[config.mk]
export PLATFORM = sky130hd
export DESIGN_NAME = topic_string_validator
export DESIGN_NICKNAME = d
export VERILOG_FILES = /design/src/rtl/tsv_pkg.sv /design/src/rtl/tsv_in_stage.sv /design/src/rtl/tsv_core.sv /design/src/rtl/tsv_out_stage.sv /design/src/rtl/topic_string_validator.sv
export SDC_FILE = /design/constraint.sdc
export NUM_CORES = 1
export LEC_CHECK = 0
export BUFFER_PORTS_ARGS = -buffer_cell sky130_fd_sc_hd__buf_2
export CAP_MARGIN = 25
export CORE_ASPECT_RATIO = 1.25
export CORE_UTILIZATION = 50
export DETAILED_ROUTE_END_ITERATION = 6
export GPL_TIMING_DRIVEN = 1
export MAX_ROUTING_LAYER = met4
export PLACE_DENSITY = 0.68
export SETUP_SLACK_MARGIN = 0.3
export SYNTH_ARGS = -nofsm -noshare
export SYNTH_HDL_FRONTEND = slang
export SYNTH_SLANG_ARGS = --single-unit
[constraint.sdc]
create_clock -name clk -period 9.1 [get_ports clk]
set_input_delay 0.91 -clock clk [delete_from_list [all_inputs] [get_ports clk]]
set_output_delay 0.91 -clock clk [all_outputs]
set_load 0.1 [all_outputs]
[src/rtl/tsv_pkg.sv]
// ----------------------------------------------------------------------------
// tsv_pkg
// Shared types for the topic string validator: the request carried from the
// input register into the checking stage.
// ----------------------------------------------------------------------------
package tsv_pkg;

	typedef struct packed {
		logic [7:0] text_byte;
		logic       final_byte;
		logic       filter_mode;
	} tsv_item_t;

endpackage

[src/rtl/tsv_in_stage.sv]
// ----------------------------------------------------------------------------
// tsv_in_stage
// Input register. Holds one byte request until the checking stage takes it
// and stalls the sender only while a held request cannot move on.
// ----------------------------------------------------------------------------
module tsv_in_stage (
	input  logic               clk,
	input  logic               arst_n,
	input  logic               byte_valid,
	output logic               byte_stall,
	input  tsv_pkg::tsv_item_t item_in,
	input  logic               advance,
	output logic               item_valid_s1,
	output tsv_pkg::tsv_item_t item_s1
);
	import tsv_pkg::*;

	logic accept;

	assign byte_stall = item_valid_s1 && !advance;
	assign accept     = byte_valid && !byte_stall;

	always_ff @(posedge clk or negedge arst_n) begin
		if (!arst_n) begin
			item_valid_s1 <= 1'b0;
		end else if (accept) begin
			item_valid_s1 <= 1'b1;
		end else if (advance) begin
			item_valid_s1 <= 1'b0;
		end
	end

	always_ff @(posedge clk) begin
		if (accept) begin
			item_s1 <= item_in;
		end
	end

endmodule

[src/rtl/tsv_core.sv]
// ----------------------------------------------------------------------------
// tsv_core
// Per-string state and the combinational checks: byte count, UTF-8 decode with
// code point screening, and the wildcard placement rules.
// ----------------------------------------------------------------------------
module tsv_core #(
	parameter int MAX_TOPIC = 256
) (
	input  logic               clk,
	input  logic               arst_n,
	input  logic               item_valid_s1,
	input  tsv_pkg::tsv_item_t item_s1,
	input  logic               out_free,
	output logic               advance,
	output logic               res_fire,
	output logic               res_ok
);
	import tsv_pkg::*;

	localparam int CNT_W = $clog2(MAX_TOPIC + 2);
	localparam logic [CNT_W-1:0] CNT_MAX = CNT_W'(MAX_TOPIC);

	localparam logic [7:0] CH_SLASH = 8'h2f;
	localparam logic [7:0] CH_HASH  = 8'h23;
	localparam logic [7:0] CH_PLUS  = 8'h2b;

	function automatic logic code_bad(input logic [20:0] c, input logic [1:0] cls);
		logic [20:0] minimum;
		logic        bad;
		begin
			unique case (cls)
				2'd1:    minimum = 21'h80;
				2'd2:    minimum = 21'h800;
				2'd3:    minimum = 21'h10000;
				default: minimum = 21'h0;
			endcase
			bad = (c < minimum) || (c > 21'h10ffff);
			bad = bad || (c >= 21'hd800 && c <= 21'hdfff);
			bad = bad || (c < 21'h20) || (c >= 21'h7f && c <= 21'h9f);
			bad = bad || (c >= 21'hfdd0 && c <= 21'hfdef);
			bad = bad || (&c[15:1]);
			code_bad = bad;
		end
	endfunction

	logic             at_start_q;
	logic             filter_latched_q;
	logic [CNT_W-1:0] byte_count_q;
	logic             failed_q;
	logic [1:0]       bytes_owed_q;
	logic [20:0]      code_accum_q;
	logic [1:0]       length_class_q;
	logic             prev_was_slash_q;
	logic             plus_pending_q;

	logic             filt_n;
	logic [CNT_W-1:0] cnt_n;
	logic             fail_n;
	logic [1:0]       owed_n;
	logic [20:0]      accum_n;
	logic [1:0]       cls_n;
	logic             pws_c;
	logic             pp_c;
	logic [7:0]       b;
	logic             fin;

	assign b        = item_s1.text_byte;
	assign fin      = item_s1.final_byte;
	assign advance  = item_valid_s1 && (!fin || out_free);
	assign res_fire = advance && fin;
	assign res_ok   = !fail_n;

	always_comb begin
		// a new string starts from the cleared state
		filt_n  = at_start_q ? item_s1.filter_mode : filter_latched_q;
		cnt_n   = at_start_q ? '0 : byte_count_q;
		fail_n  = at_start_q ? 1'b0 : failed_q;
		owed_n  = at_start_q ? 2'd0 : bytes_owed_q;
		accum_n = at_start_q ? 21'd0 : code_accum_q;
		cls_n   = at_start_q ? 2'd0 : length_class_q;
		pws_c   = at_start_q ? 1'b1 : prev_was_slash_q;
		pp_c    = at_start_q ? 1'b0 : plus_pending_q;

		if (cnt_n <= CNT_MAX) begin
			cnt_n = cnt_n + 1'b1;
		end
		if (cnt_n > CNT_MAX) begin
			fail_n = 1'b1;
		end

		if (owed_n == 2'd0) begin
			if (b >= 8'hc2 && b <= 8'hdf) begin
				accum_n = {16'd0, b[4:0]};
				owed_n  = 2'd1;
				cls_n   = 2'd1;
			end else if (b >= 8'he0 && b <= 8'hef) begin
				accum_n = {17'd0, b[3:0]};
				owed_n  = 2'd2;
				cls_n   = 2'd2;
			end else if (b >= 8'hf0 && b <= 8'hf4) begin
				accum_n = {18'd0, b[2:0]};
				owed_n  = 2'd3;
				cls_n   = 2'd3;
			end else if (b[7]) begin
				fail_n = 1'b1;
			end else begin
				cls_n = 2'd0;
				if (code_bad({13'd0, b}, 2'd0)) begin
					fail_n = 1'b1;
				end
			end
		end else begin
			if (b[7:6] != 2'b10) begin
				fail_n = 1'b1;
			end
			accum_n = {accum_n[14:0], b[5:0]};
			owed_n  = owed_n - 2'd1;
			if (owed_n == 2'd0 && code_bad(accum_n, cls_n)) begin
				fail_n = 1'b1;
			end
		end
		if (fin && owed_n != 2'd0) begin
			fail_n = 1'b1;
		end

		// wildcard placement
		if (pp_c && b != CH_SLASH) begin
			fail_n = 1'b1;
		end
		pp_c = 1'b0;
		if (b == CH_HASH) begin
			if (!filt_n || !fin || !pws_c) begin
				fail_n = 1'b1;
			end
		end else if (b == CH_PLUS) begin
			if (!filt_n || !pws_c) begin
				fail_n = 1'b1;
			end
			pp_c = 1'b1;
		end
		pws_c = (b == CH_SLASH);
	end

	always_ff @(posedge clk or negedge arst_n) begin
		if (!arst_n) begin
			at_start_q       <= 1'b1;
			filter_latched_q <= 1'b0;
			byte_count_q     <= '0;
			failed_q         <= 1'b0;
			bytes_owed_q     <= 2'd0;
			code_accum_q     <= 21'd0;
			length_class_q   <= 2'd0;
			prev_was_slash_q <= 1'b1;
			plus_pending_q   <= 1'b0;
		end else if (advance) begin
			at_start_q       <= fin;
			filter_latched_q <= filt_n;
			byte_count_q     <= cnt_n;
			failed_q         <= fail_n;
			bytes_owed_q     <= owed_n;
			code_accum_q     <= accum_n;
			length_class_q   <= cls_n;
			prev_was_slash_q <= pws_c;
			plus_pending_q   <= pp_c;
		end
	end

	a_count_sat: assert property (@(posedge clk) disable iff (!arst_n)
		byte_count_q <= CNT_MAX + 1'b1)
		else $error("byte count past saturation");

	a_restart: assert property (@(posedge clk) disable iff (!arst_n)
		res_fire |=> at_start_q)
		else $error("string not restarted after its result");

	a_owed_cls: assert property (@(posedge clk) disable iff (!arst_n)
		(!at_start_q && bytes_owed_q != 2'd0) |-> (length_class_q >= bytes_owed_q))
		else $error("more continuation bytes owed than the sequence length");

	a_plus_filter: assert property (@(posedge clk) disable iff (!arst_n)
		(!at_start_q && plus_pending_q) |-> (filter_latched_q || failed_q))
		else $error("plus wildcard accepted outside filter mode");

	a_no_fire_blocked: assert property (@(posedge clk) disable iff (!arst_n)
		res_fire |-> out_free)
		else $error("result issued while output register is full");

endmodule

[src/rtl/tsv_out_stage.sv]
// ----------------------------------------------------------------------------
// tsv_out_stage
// Result register. Holds the verdict of one string until the receiver takes
// it; free again in the cycle it is taken.
// ----------------------------------------------------------------------------
module tsv_out_stage (
	input  logic clk,
	input  logic arst_n,
	input  logic res_fire,
	input  logic res_ok,
	output logic out_free,
	output logic result_valid,
	input  logic result_stall,
	output logic string_ok
);
	import tsv_pkg::*;

	logic result_valid_q;
	logic string_ok_q;

	assign out_free     = !result_valid_q || !result_stall;
	assign result_valid = result_valid_q;
	assign string_ok    = string_ok_q;

	always_ff @(posedge clk or negedge arst_n) begin
		if (!arst_n) begin
			result_valid_q <= 1'b0;
		end else if (res_fire) begin
			result_valid_q <= 1'b1;
		end else if (!result_stall) begin
			result_valid_q <= 1'b0;
		end
	end

	always_ff @(posedge clk) begin
		if (res_fire) begin
			string_ok_q <= res_ok;
		end
	end

endmodule

[src/rtl/topic_string_validator.sv]
// ----------------------------------------------------------------------------
// topic_string_validator
// Checks a topic name or topic filter fed one byte per request.
// ----------------------------------------------------------------------------
// Takes one byte per clock cycle with no gaps between strings unless stalled. A
// byte sits in the input register while the check stage updates the string
// state; the verdict shows on result_valid from the result register, loaded as
// the final byte leaves the input register. The state loop in the check stage
// sets the rate. Bytes that are not final produce no result and keep flowing
// while a verdict waits in the result register; only a final byte waits for
// that register to empty. filter_mode is taken from each string's first byte.
// ----------------------------------------------------------------------------
module topic_string_validator #(
	parameter int MAX_TOPIC = 256
) (
	input  logic       clk,
	input  logic       arst_n,
	input  logic       byte_valid,
	output logic       byte_stall,
	input  logic [7:0] text_byte,
	input  logic       final_byte,
	input  logic       filter_mode,
	output logic       result_valid,
	input  logic       result_stall,
	output logic       string_ok
);
	import tsv_pkg::*;

	tsv_item_t item_in;
	tsv_item_t item_s1;
	logic      item_valid_s1;
	logic      advance;
	logic      out_free;
	logic      res_fire;
	logic      res_ok;

	assign item_in = '{text_byte: text_byte, final_byte: final_byte,
		filter_mode: filter_mode};

	tsv_in_stage u_in (
		.clk           (clk),
		.arst_n        (arst_n),
		.byte_valid    (byte_valid),
		.byte_stall    (byte_stall),
		.item_in       (item_in),
		.advance       (advance),
		.item_valid_s1 (item_valid_s1),
		.item_s1       (item_s1)
	);

	tsv_core #(
		.MAX_TOPIC (MAX_TOPIC)
	) u_core (
		.clk           (clk),
		.arst_n        (arst_n),
		.item_valid_s1 (item_valid_s1),
		.item_s1       (item_s1),
		.out_free      (out_free),
		.advance       (advance),
		.res_fire      (res_fire),
		.res_ok        (res_ok)
	);

	tsv_out_stage u_out (
		.clk          (clk),
		.arst_n       (arst_n),
		.res_fire     (res_fire),
		.res_ok       (res_ok),
		.out_free     (out_free),
		.result_valid (result_valid),
		.result_stall (result_stall),
		.string_ok    (string_ok)
	);

endmodule

=== Word level (Yosys, flattened, before mapping) ===
Index checks and enable logic that the tools add are counted.

* Equal/unequal tests: 9
* Reduce and logical (&&, ||, !) cells: 40
* $lt $le $gt $ge: 21
* $add $sub $neg: 2
* Multiplexer cells: 50

{| class="wikitable"
|+ Operators with widths
! kind !! number
|-
| 21-bit 2-to-1 mux || 6
|-
| 15-bit 2-to-1 mux || 5
|-
| 17-bit one-hot mux with 3 select lines || 1
|-
| 21-bit by 16-bit greater-or-equal comparator with 1-bit output (second input constant) || 2
|-
| 21-bit by 16-bit <= comparator with 1-bit output (second input constant) || 2
|-
| 8-bit <= comparator (second input constant) || 4
|-
| 1-bit 2-to-1 mux || 25
|-
| 8-bit by 6-bit equality test with 1-bit output (second input constant) || 3
|-
| 8-bit greater-or-equal comparator (second input constant) || 3
|-
| 2-bit 2-to-1 mux || 11
|-
| 21-bit by 7-bit greater-or-equal comparator with 1-bit output (second input constant) || 1
|-
| 21-bit > comparator (second input constant) || 1
|-
| 21-bit by 8-bit <= comparator with 1-bit output (second input constant) || 1
|-
| 21-bit < comparator || 1
|-
| 21-bit by 6-bit < comparator with 1-bit output (second input constant) || 1
|-
| 8-bit by 21-bit < comparator with 1-bit output || 1
|-
| 9-bit 2-to-1 mux || 2
|-
| 15-bit AND reduction || 1
|-
| 1-bit logical AND || 14
|-
| 1-bit logical OR || 13
|-
| 9-bit by 1-bit adder with 9-bit output (second input constant) || 1
|-
| 9-bit > comparator (second input constant) || 1
|-
| 9-bit <= comparator (second input constant) || 1
|-
| 8-bit by 7-bit greater-or-equal comparator with 1-bit output (second input constant) || 1
|-
| other kinds (10) || 20
|}

* Bits of input ports: 14
* Word-level logic and storage cells: 137
* Bits in registers: 46
* Output and inout bits: 3

=== Depth between registers and ports, before layout ===
Gate-level depths: netlist (run 1).

* Depth in word-level cells: 21
* Depth in mapped cells: 12
* Mapped depth without buffers: 10

=== Modules after synthesis ===
Synthesis (run 1) repeated with hierarchy kept, for this count alone.

* Cells, all modules: 269
* Area total of the unflattened synthesis: 2711.4 µm²

{| class="wikitable"
|+ Modules (own cells, without submodules)
! module !! area each (µm²) !! cells an instance !! times used !! sequential area each (µm²)
|-
| tsv_core || 2287.2 || 250 || 1 || 828.3
|-
| tsv_in_stage || 357.8 || 15 || 1 || 325.3
|-
| tsv_out_stage || 66.3 || 4 || 1 || 55.1
|}

=== Least setup slack after synthesis (run 1) ===
No wires, ideal clock.

* Kind: register to register
* Start point: register u_core.at_start_q
* End point: register u_out.string_ok_q, in the netlist u_out.string_ok, data pin
* Stages on the path, launching flop included: 13
* Buffers on the path: 3
* Slack: 6.105 ns
* Data arrival time: 2.740 ns
* Period minus slack after synthesis: 2.995 ns
* Library setup time: 0.255 ns
* Path through: dfstp_2 -> clkbuf_1 -> clkbuf_1 -> clkbuf_1 -> nor2b_1 -> inv_1 -> ha_1 -> inv_1 -> o41ai_4 -> mux2i_1 -> o31ai_2 -> and4_1 -> and2_1

* Word-level cells in the longest chain between the ends: 20
* Elaborated cells between the ends (all ways): 68
* Classes of those cells: add/sub (2); order compare (11); eq/ne (3); mux (30); reduce/logical (22)

{| class="wikitable"
|+ Ends and longest elaborated chain
! what !! RTL line !! text
|-
| start: declaration || tsv_core.sv:46 || <nowiki>logic at_start_q;</nowiki>
|-
| start signal: assignment || tsv_core.sv:156 || <nowiki>at_start_q <= fin;</nowiki>
|-
| parallel branches: the longest is 18 deep, another holds 9-bit by 1-bit adder with 9-bit output || - ||
|-
| 1-bit 2-to-1 mux * || tsv_core.sv:131 || <nowiki>if (b == CH_HASH) begin</nowiki>
|-
| 1-bit logical NOT * || tsv_core.sv:71 || <nowiki>assign res_ok = !fail_n;</nowiki>
|-
| named net res_ok || topic_string_validator.sv:35 || <nowiki>logic res_ok;</nowiki>
|-
| end signal: assignment || tsv_out_stage.sv:37 || <nowiki>string_ok_q <= res_ok;</nowiki>
|-
| end: declaration || tsv_out_stage.sv:19 || <nowiki>logic string_ok_q;</nowiki>
|}

Mark *: on every way through the listed nets, which the timed path passes. The select of a mux whose other input is x is not followed.
A chain may end at the register's enable or synchronous reset.

=== Worst setup path after layout (run 1) ===
Ends and elaborated chain as after synthesis.

==> impl_metrics.toml, run 1 <==
[critical_path]
worstPathCellList = "inv_1 > nand2_1 > inv_1 > ha_1 > nor2b_1 > a211oi_1 > a41oi_1 > o31ai_2 > and4_1 > and2_1"
path_delay_family = "flip-flops"
cp-end-kind = "flip-flop"
max_stage_delay_ns = 0.96
worst-path-max-fanout = 41
cp.required_ns = 9.28
arrival_ns = 3.23
crit_buf_inv = 2
crit_slowest_cell = "dfstp_2"
critPathLaunchType = "flip-flop"
critical_path_class = "reg -> reg"
cpMostUsedCell = "inv_1"

[floorplanning]
die_w_um = 68.44
design.die.area_mm2 = 0.005821
die_h_um = 85.05
fp.coreArea_mm2 = 0.005189
start_util_pct = 53.17
rows = 29
ios = 17

[sta]
finClkSkew_ns = 0.01443
fin_crit_sh_pct = 33.46
relSlewSlack_pct = 46.80
holdWs_ns = 0.4844
rsz0062_at_grt = "false"
setup_viol = 0
layout_setup_ws_ns = 6.055
finalHoldViolations = 0
final.setup.tns_ns = 0
fin_crit_ns = 3.045
report.final.slew_viol_count = 0
max_slew.worst_pin.slew_ns = 0.7981
max_freq_ghz = 0.3284

[routing]
num_vias = 2328
drtAntennaViolNets = 0
viasPerCell = 6.326
dr.pass1.iters = 4
wl_per_cell_um = 16.34
drcViolationCount = 0
wl_mm = 6.012
drtIter0Drc = 144

[global_routing]
grt.overflow.total = 0
grt_use_total_pct = 23.86
first_global_vias = 2195
grt_first_pass_wirelength_mm = 10.22
grt_max_degree = 42
antenna_found_initial = 0

[final_layout]
design_area_mm2 = 0.002919
drive_gt1_share_pct = 11.11
nets = 323
diodes = 0
fin_cells = 368
multi_input_area_mm2 = 0.001414
syn2layout_area_growth_pct = 5.805
regArea_mm2 = 0.001209
fillers = 461
post-route-util_pct = 56.26

[cts]
numCtsBuffers = 5
cts.clk_slew.worst_paths_ns = 0.09
cts_sinks = 46
cts_tree = "built"
post_cts_buffers = 0
clockBufferDepth = 2
clock_latency_ns = 0.31
root_buffer = "clkbuf_8"
cts-resized-gates = 0
ctsHtreeMaxLevel = 2
ctsHoldBuffers = 0

[yosys]
syn-num-nets = 321
yosys.area.top_type_share_pct = 29.93
synth-seq-cells = 46
syn_area_mm2 = 0.002759
synth-edff-count = 11
ys.flop_type = "dfrtp_1"
synth_warnings = 0
yosysMostFrequentCell = "dfrtp_1"
avgSynthCellArea_um2 = 9.105
syn_inst = 303
netlist_top_cells_count = "dfrtp_1, nand2_1, o21ai_0"
ys_async_sr_fraction_pct = 76.09
yosysSeqAreaShare_pct = 43.81
synth_cell_type_count = 56
synth_largest_area_cell = "dfrtp_1"
synthTopCellsByArea = "dfrtp_1, edfxtp_1, o21ai_0"

[hold_path]
hold_class = "reg -> reg"

[power_and_ir_drop]
comb_power_share_pct = 30.4
netSwitchingFraction_pct = 39.23
worst_ir_drop_vdd_mv = 0.1314
p_int_mw = 0.4012
power.share.clock_pct = 19.1
powerDensity_mw_per_mm2 = 226.2
power_switching_mw = 0.2590
p_leak_nw = 1.170
finalPower_mw = 0.6603
p_seq_share_pct = 50.6

[job]
drv_cap = 0

[placement]
dpl_worst_slack_ns = 6.091
dpl.hpwl_mm = 4.194
gp_congestion = 0.8984
placedCellCount = 360
dpl_cell_area_mm2 = 0.002829
port_buffers = 16

[run_status]
outcome = "finished clean"
-- final timing paths --
check                      slack (ns)               startpoint                       to  cells after the start
min reg2reg                      0.48  u_core.prev_was_slash_q  u_core.prev_was_slash_q                      2
max reg2reg                      6.06        u_core.at_start_q          u_out.string_ok                     10
min                              0.48  u_core.prev_was_slash_q  u_core.prev_was_slash_q                      2
min in group asynchronous        0.69                   arst_n   u_core.byte_count_q[5]                      1
max                              6.06        u_core.at_start_q          u_out.string_ok                     10
max in group asynchronous        7.91                   arst_n   u_core.byte_count_q[4]                      1
-- area by class of cell --
type | instances | share of cell area (%)
tap | 62 | 2.658
sequential | 46 | 41.41
inverter | 11 | 1.414
clock inverter | 3 | 0.7287
multi-input combinational | 224 | 48.44
clock buffer | 5 | 2.357
timing repair buffer | 17 | 3.000
-- power groups by stage --
stage / Clock [mW] / Sequential, mW / Combinational (mW)
floorplan: 0 / 0.301 / 0.180
global placement: 0 / 0.336 / 0.195
detailed placement: 0 / 0.336 / 0.199
CTS: 0.130 / 0.332 / 0.200
global route: 0.136 / 0.342 / 0.225
finish: 0.126 / 0.334 / 0.201
-- cells in the final DEF (no fill, tap or decap), types with 3 or more instances in the layout --
cell       n
edfxtp_1  11
nor3_1     9
dfrtp_1   33
nand3_1   12
nor2b_1   12
ha_1       4
o21ai_0   29
nand4b_1   3
nand2b_1   3
o31ai_1    4
a211oi_1   3
nand2_1   32
a22o_1     4
a21oi_1   10
and3b_1    3
and3_1     3
clkbuf_8   5
a32o_1     3
inv_1     11
nor4_1     6
a41oi_1    4
buf_2     16
nor2_1    15
and2_1     6
a31oi_1    6
nand4_1    6
a21o_1     4
a22oi_1    9
-- state kept, by name, indices dropped and copies added (netlist names) --
name	flops
u_core.at_start_q	1
u_core.filter_latched_q	1
u_out.result_valid	1
u_in.item_s1	10
u_out.string_ok	1
u_core.plus_pending_q	1
u_core.code_accum_q	15
u_core.length_class_q	2
u_core.failed_q	1
u_core.prev_was_slash_q	1
u_core.bytes_owed_q	2
u_core.byte_count_q	9
u_in.item_valid_s1	1
-- routing by layer --
metal  wire, um  part of all wire [%]  GRT usage (%)  vias up
met5          0                     0              -        -
met1       2676                    45          29.15     1104
met2       2960                    49          38.32       72
li1           -                     -              -     1141
met4        119                   2.0          9.091        0
met3        256                   4.3          4.301       11
-- kinds of logic (layout without fill, tap and decap cells) --
| group | count (synthesis) | count (layout) | synth area share, % |
|---|---|---|---|
| simple gates | 120 | 120 | 23.40 |
| compound gates | 95 | 95 | 24.17 |
| flops | 46 | 46 | 43.81 |
| buf+inv | 33 | 36 | 4.943 |
| fa+ha+maj | 4 | 4 | 1.814 |
| mux | 4 | 4 | 1.542 |
| xor+xnor | 1 | 1 | 0.3175 |
-- worst register-to-register path: stages, from the launching register on --
cell	delay, ns
dfstp_2	0.96
inv_1	0.32
nand2_1	0.16
inv_1	0.05
ha_1	0.25
nor2b_1	0.19
a211oi_1	0.27
a41oi_1	0.10
o31ai_2	0.27
and4_1	0.24
and2_1	0.13
Power figures use the tool's default switching activity.
==> run 2, diff against run 1 <==
--- a/config.mk
+++ b/config.mk
@@ -5,6 +5,7 @@
 export SDC_FILE = /design/constraint.sdc
 export NUM_CORES = 1
 export LEC_CHECK = 0
+export ABC_AREA = 1
 export BUFFER_PORTS_ARGS = -buffer_cell sky130_fd_sc_hd__buf_2
 export CAP_MARGIN = 25
 export CORE_ASPECT_RATIO = 1.25
@@ -12,7 +13,7 @@
 export DETAILED_ROUTE_END_ITERATION = 6
 export GPL_TIMING_DRIVEN = 1
 export MAX_ROUTING_LAYER = met4
-export PLACE_DENSITY = 0.68
+export PLACE_DENSITY = 0.7
 export SETUP_SLACK_MARGIN = 0.3
 export SYNTH_ARGS = -nofsm -noshare
 export SYNTH_HDL_FRONTEND = slang
==> constraint.sdc (replaced) <==
create_clock -name clk -period 2.6 [get_ports clk]
set_input_delay 0.26 -clock clk [delete_from_list [all_inputs] [get_ports clk]]
set_output_delay 0.26 -clock clk [all_outputs]
set_load 0.1 [all_outputs]
==> run 2 against run 1 <==
Clock skew is 0.0050 ns lower; critical path depth is 4 higher; power grew to 3.9 times the previous value; combinational power grew to 5.4 times the previous value; non-clock buffer count is 19 higher; largest cell class unchanged; sequential power grew to 3.1 times the previous value.
==> impl_metrics.toml, run 2 <==
[job]
drv_cap = 0

[critical_path]
r2r_end = "u_out.string_ok"
arrival_ns = 2.32
reg2reg_from = "u_core.at_start_q"
r2r.worst_path.cells = 14
critPathLaunchType = "flip-flop"
max_stage_delay_ns = 0.64
cp_num_cells = 14
worstPathCellList = "buf_12 > nor2_2 > ha_4 > or2_2 > nor2_1 > nand2_1 > nand2_1 > a21oi_2 > nand3_1 > nand2_1 > nand2_1 > nand2_1 > nand2_1 > inv_1"
worst-path-max-fanout = 5
cpMostUsedCell = "nand2_1"
cp-end-kind = "flip-flop"
crit_buf_inv = 2
crit_slowest_cell = "dfstp_2"
cp.required_ns = 2.67
critical_path_class = "reg -> reg"
path_delay_family = "simple AND/OR/NAND/NOR gates"
worst-r2r-setup-slack_ns = 0.35

[final_layout]
final_common_cell = "nand2_1"
final_cell_mix = "nand2_1, nor2_1, inv_1, dfrtp_1, nand3_1"
post-route-util_pct = 61.96
biggestRegsByFlops = "u_core.code_accum_q x15, u_in.item_s1 x10, u_core.byte_count_q x9"
fin_cells = 540
top_register = "u_core.code_accum_q"
multi_input_area_mm2 = 0.001695
largest_reg_flops = 15
drive_gt1_share_pct = 19.20
diodes = 0
syn2layout_area_growth_pct = 19.20
fillers = 496
regArea_mm2 = 0.001210
nets = 491

[power_and_ir_drop]
p_leak_nw = 1.737
comb_power_share_pct = 41.9
worst_ir_drop_vdd_mv = 0.3817
p_int_mw = 1.494
power.share.clock_pct = 17.9
netSwitchingFraction_pct = 42.11
power_switching_mw = 1.087
p_seq_share_pct = 40.2
powerDensity_mw_per_mm2 = 720.8

[cts]
cts_tree = "built"
numCtsBuffers = 5
clockBufferDepth = 2
cts.clk_slew.worst_paths_ns = 0.09
ctsHtreeMaxLevel = 2
root_buffer = "clkbuf_8"
cts_sinks = 46
clock_latency_ns = 0.31

[routing]
viasPerCell = 5.554
wl_per_cell_um = 14.29
drtAntennaViolNets = 0
wl_mm = 7.717
drcViolationCount = 0
drtIter0Drc = 278
dr.pass1.iters = 5
num_vias = 2999

[sta]
final.setup.tns_ns = 0
relSlewSlack_pct = 46.64
max_freq_ghz = 0.4436
rsz0062_at_grt = "false"
fin_crit_sh_pct = 86.71
finalHoldViolations = 0
fin_crit_ns = 2.254
setup_viol = 0
report.final.slew_viol_count = 0
max_slew.worst_pin.slew_ns = 0.8004
finClkSkew_ns = 0.009476

[yosys]
yosys.area.top_type_share_pct = 27.49
synth-seq-cells = 46
avgSynthCellArea_um2 = 6.797
yosysSeqAreaShare_pct = 40.23
syn_area_mm2 = 0.003004
ys_async_sr_fraction_pct = 76.09
synth-edff-count = 11
netlist_top_cells_count = "nand2_1, nor2_1, inv_1"
ys.flop_type = "dfrtp_1"
synth_warnings = 0
syn_inst = 442
syn-num-nets = 460
synth_largest_area_cell = "dfrtp_1"
synthTopCellsByArea = "dfrtp_1, nand2_1, edfxtp_1"
yosysMostFrequentCell = "nand2_1"
synth_cell_type_count = 36

[global_routing]
met3_usage_pct = 3.986
grt_first_pass_wirelength_mm = 11.81
first_global_vias = 2561
grt_max_degree = 36
grt_use_total_pct = 24.65
grt.overflow.total = 0
antenna_found_initial = 0
grt_use_met2_pct = 41.21
grt.busiest_layer = "met2"
met1_usage_pct = 30.62

[floorplanning]
design.die.area_mm2 = 0.006324
rows = 31
die_w_um = 71.33
ios = 17
start_util_pct = 51.98
fp.coreArea_mm2 = 0.005779
die_h_um = 88.66

[hold_path]
hold_class = "in -> async"

[placement]
placedCellCount = 517
gp_congestion = 0.9575
dpl.hpwl_mm = 5.277
port_buffers = 16

[run_status]
outcome = "finished clean"
## run 2: per-layer routing
metal,vias up,wire length [um]
met1,1385,3330
met4,0,146
met5,-,0
met2,90,3908
met3,15,332
li1,1509,-
## run 2: power groups by stage
stage	sequential [mW]	clock [mW]	combinational (mW)
detailed placement	1.03	0	0.891
global placement	1.03	0	0.878
global route	1.06	0.498	1.20
CTS	1.02	0.470	0.900
finish	1.04	0.462	1.08
floorplan	1.01	0	0.674
## run 2: cells by family (layout without fill, tap and decap cells)
group | count (synthesis) | after routing | synth area share, %
simple gates | 248 | 249 | 33.78
fa+ha+maj | 4 | 4 | 1.666
compound gates | 76 | 76 | 14.54
buf+inv | 65 | 96 | 8.913
xor+xnor | 3 | 3 | 0.8748
flops | 46 | 46 | 40.23
## run 2: what timing repair did
item / CTS / global route
setup buffers: 0 / 13
gates resized for setup: 2 / 53
pin swaps: 0 / 18
hold buffers: 0 / 0
cloned: 0 / 2
endpoints found under the setup margin: 2 / 2
## run 2: worst max path at each step
stage,start,to,slack [ns]
2_1_floorplan,u_core.at_start_q,u_out.string_ok,0.29
3_3_place_gp,u_core.at_start_q,u_out.string_ok,0.32
3_5_place_dp,u_core.at_start_q,u_out.string_ok,0.28
4_1_cts,u_core.at_start_q,u_core.failed_q,0.30
5_1_grt,u_core.at_start_q,u_out.string_ok,0.24
6_report,u_core.at_start_q,u_out.string_ok,0.35
## run 2: final cells by class
type,instances,share of cell area (%)
Clock inverter,2,0.3494
Tap cell,66,2.306
Clock buffer,6,2.306
Inverter,52,5.660
Timing Repair Buffer,36,8.246
Sequential cell,46,33.79
Multi-Input combinational cell,332,47.34
## run 2: worst reg2reg max path, stage by stage, from the launching register on
cell     delay [ns]
dfstp_2        0.64
buf_12         0.14
nor2_2         0.08
ha_4           0.16
or2_2          0.30
nor2_1         0.11
nand2_1        0.06
nand2_1        0.07
a21oi_2        0.06
nand3_1        0.10
nand2_1        0.05
nand2_1        0.05
nand2_1        0.06
nand2_1        0.10
inv_1          0.05
## run 2: per-stage QoR
step | power (mW) | hold WS [ns] | setup WS, ns | instance area [um2]
6_report | 2.581 | 0.03605 | 0.3456 | 3581
5_1_grt | 2.752 | 0.1154 | 0.2402 | 3581
4_1_cts | 2.387 | 0.08551 | 0.2976 | 3267
3_5_place_dp | 1.921 | 0.4177 | 0.2843 | 3163
3_3_place_gp | 1.906 | 0.4004 | 0.3171 | 3163
2_1_floorplan | 1.687 | -0.03559 | 0.2946 | 3028
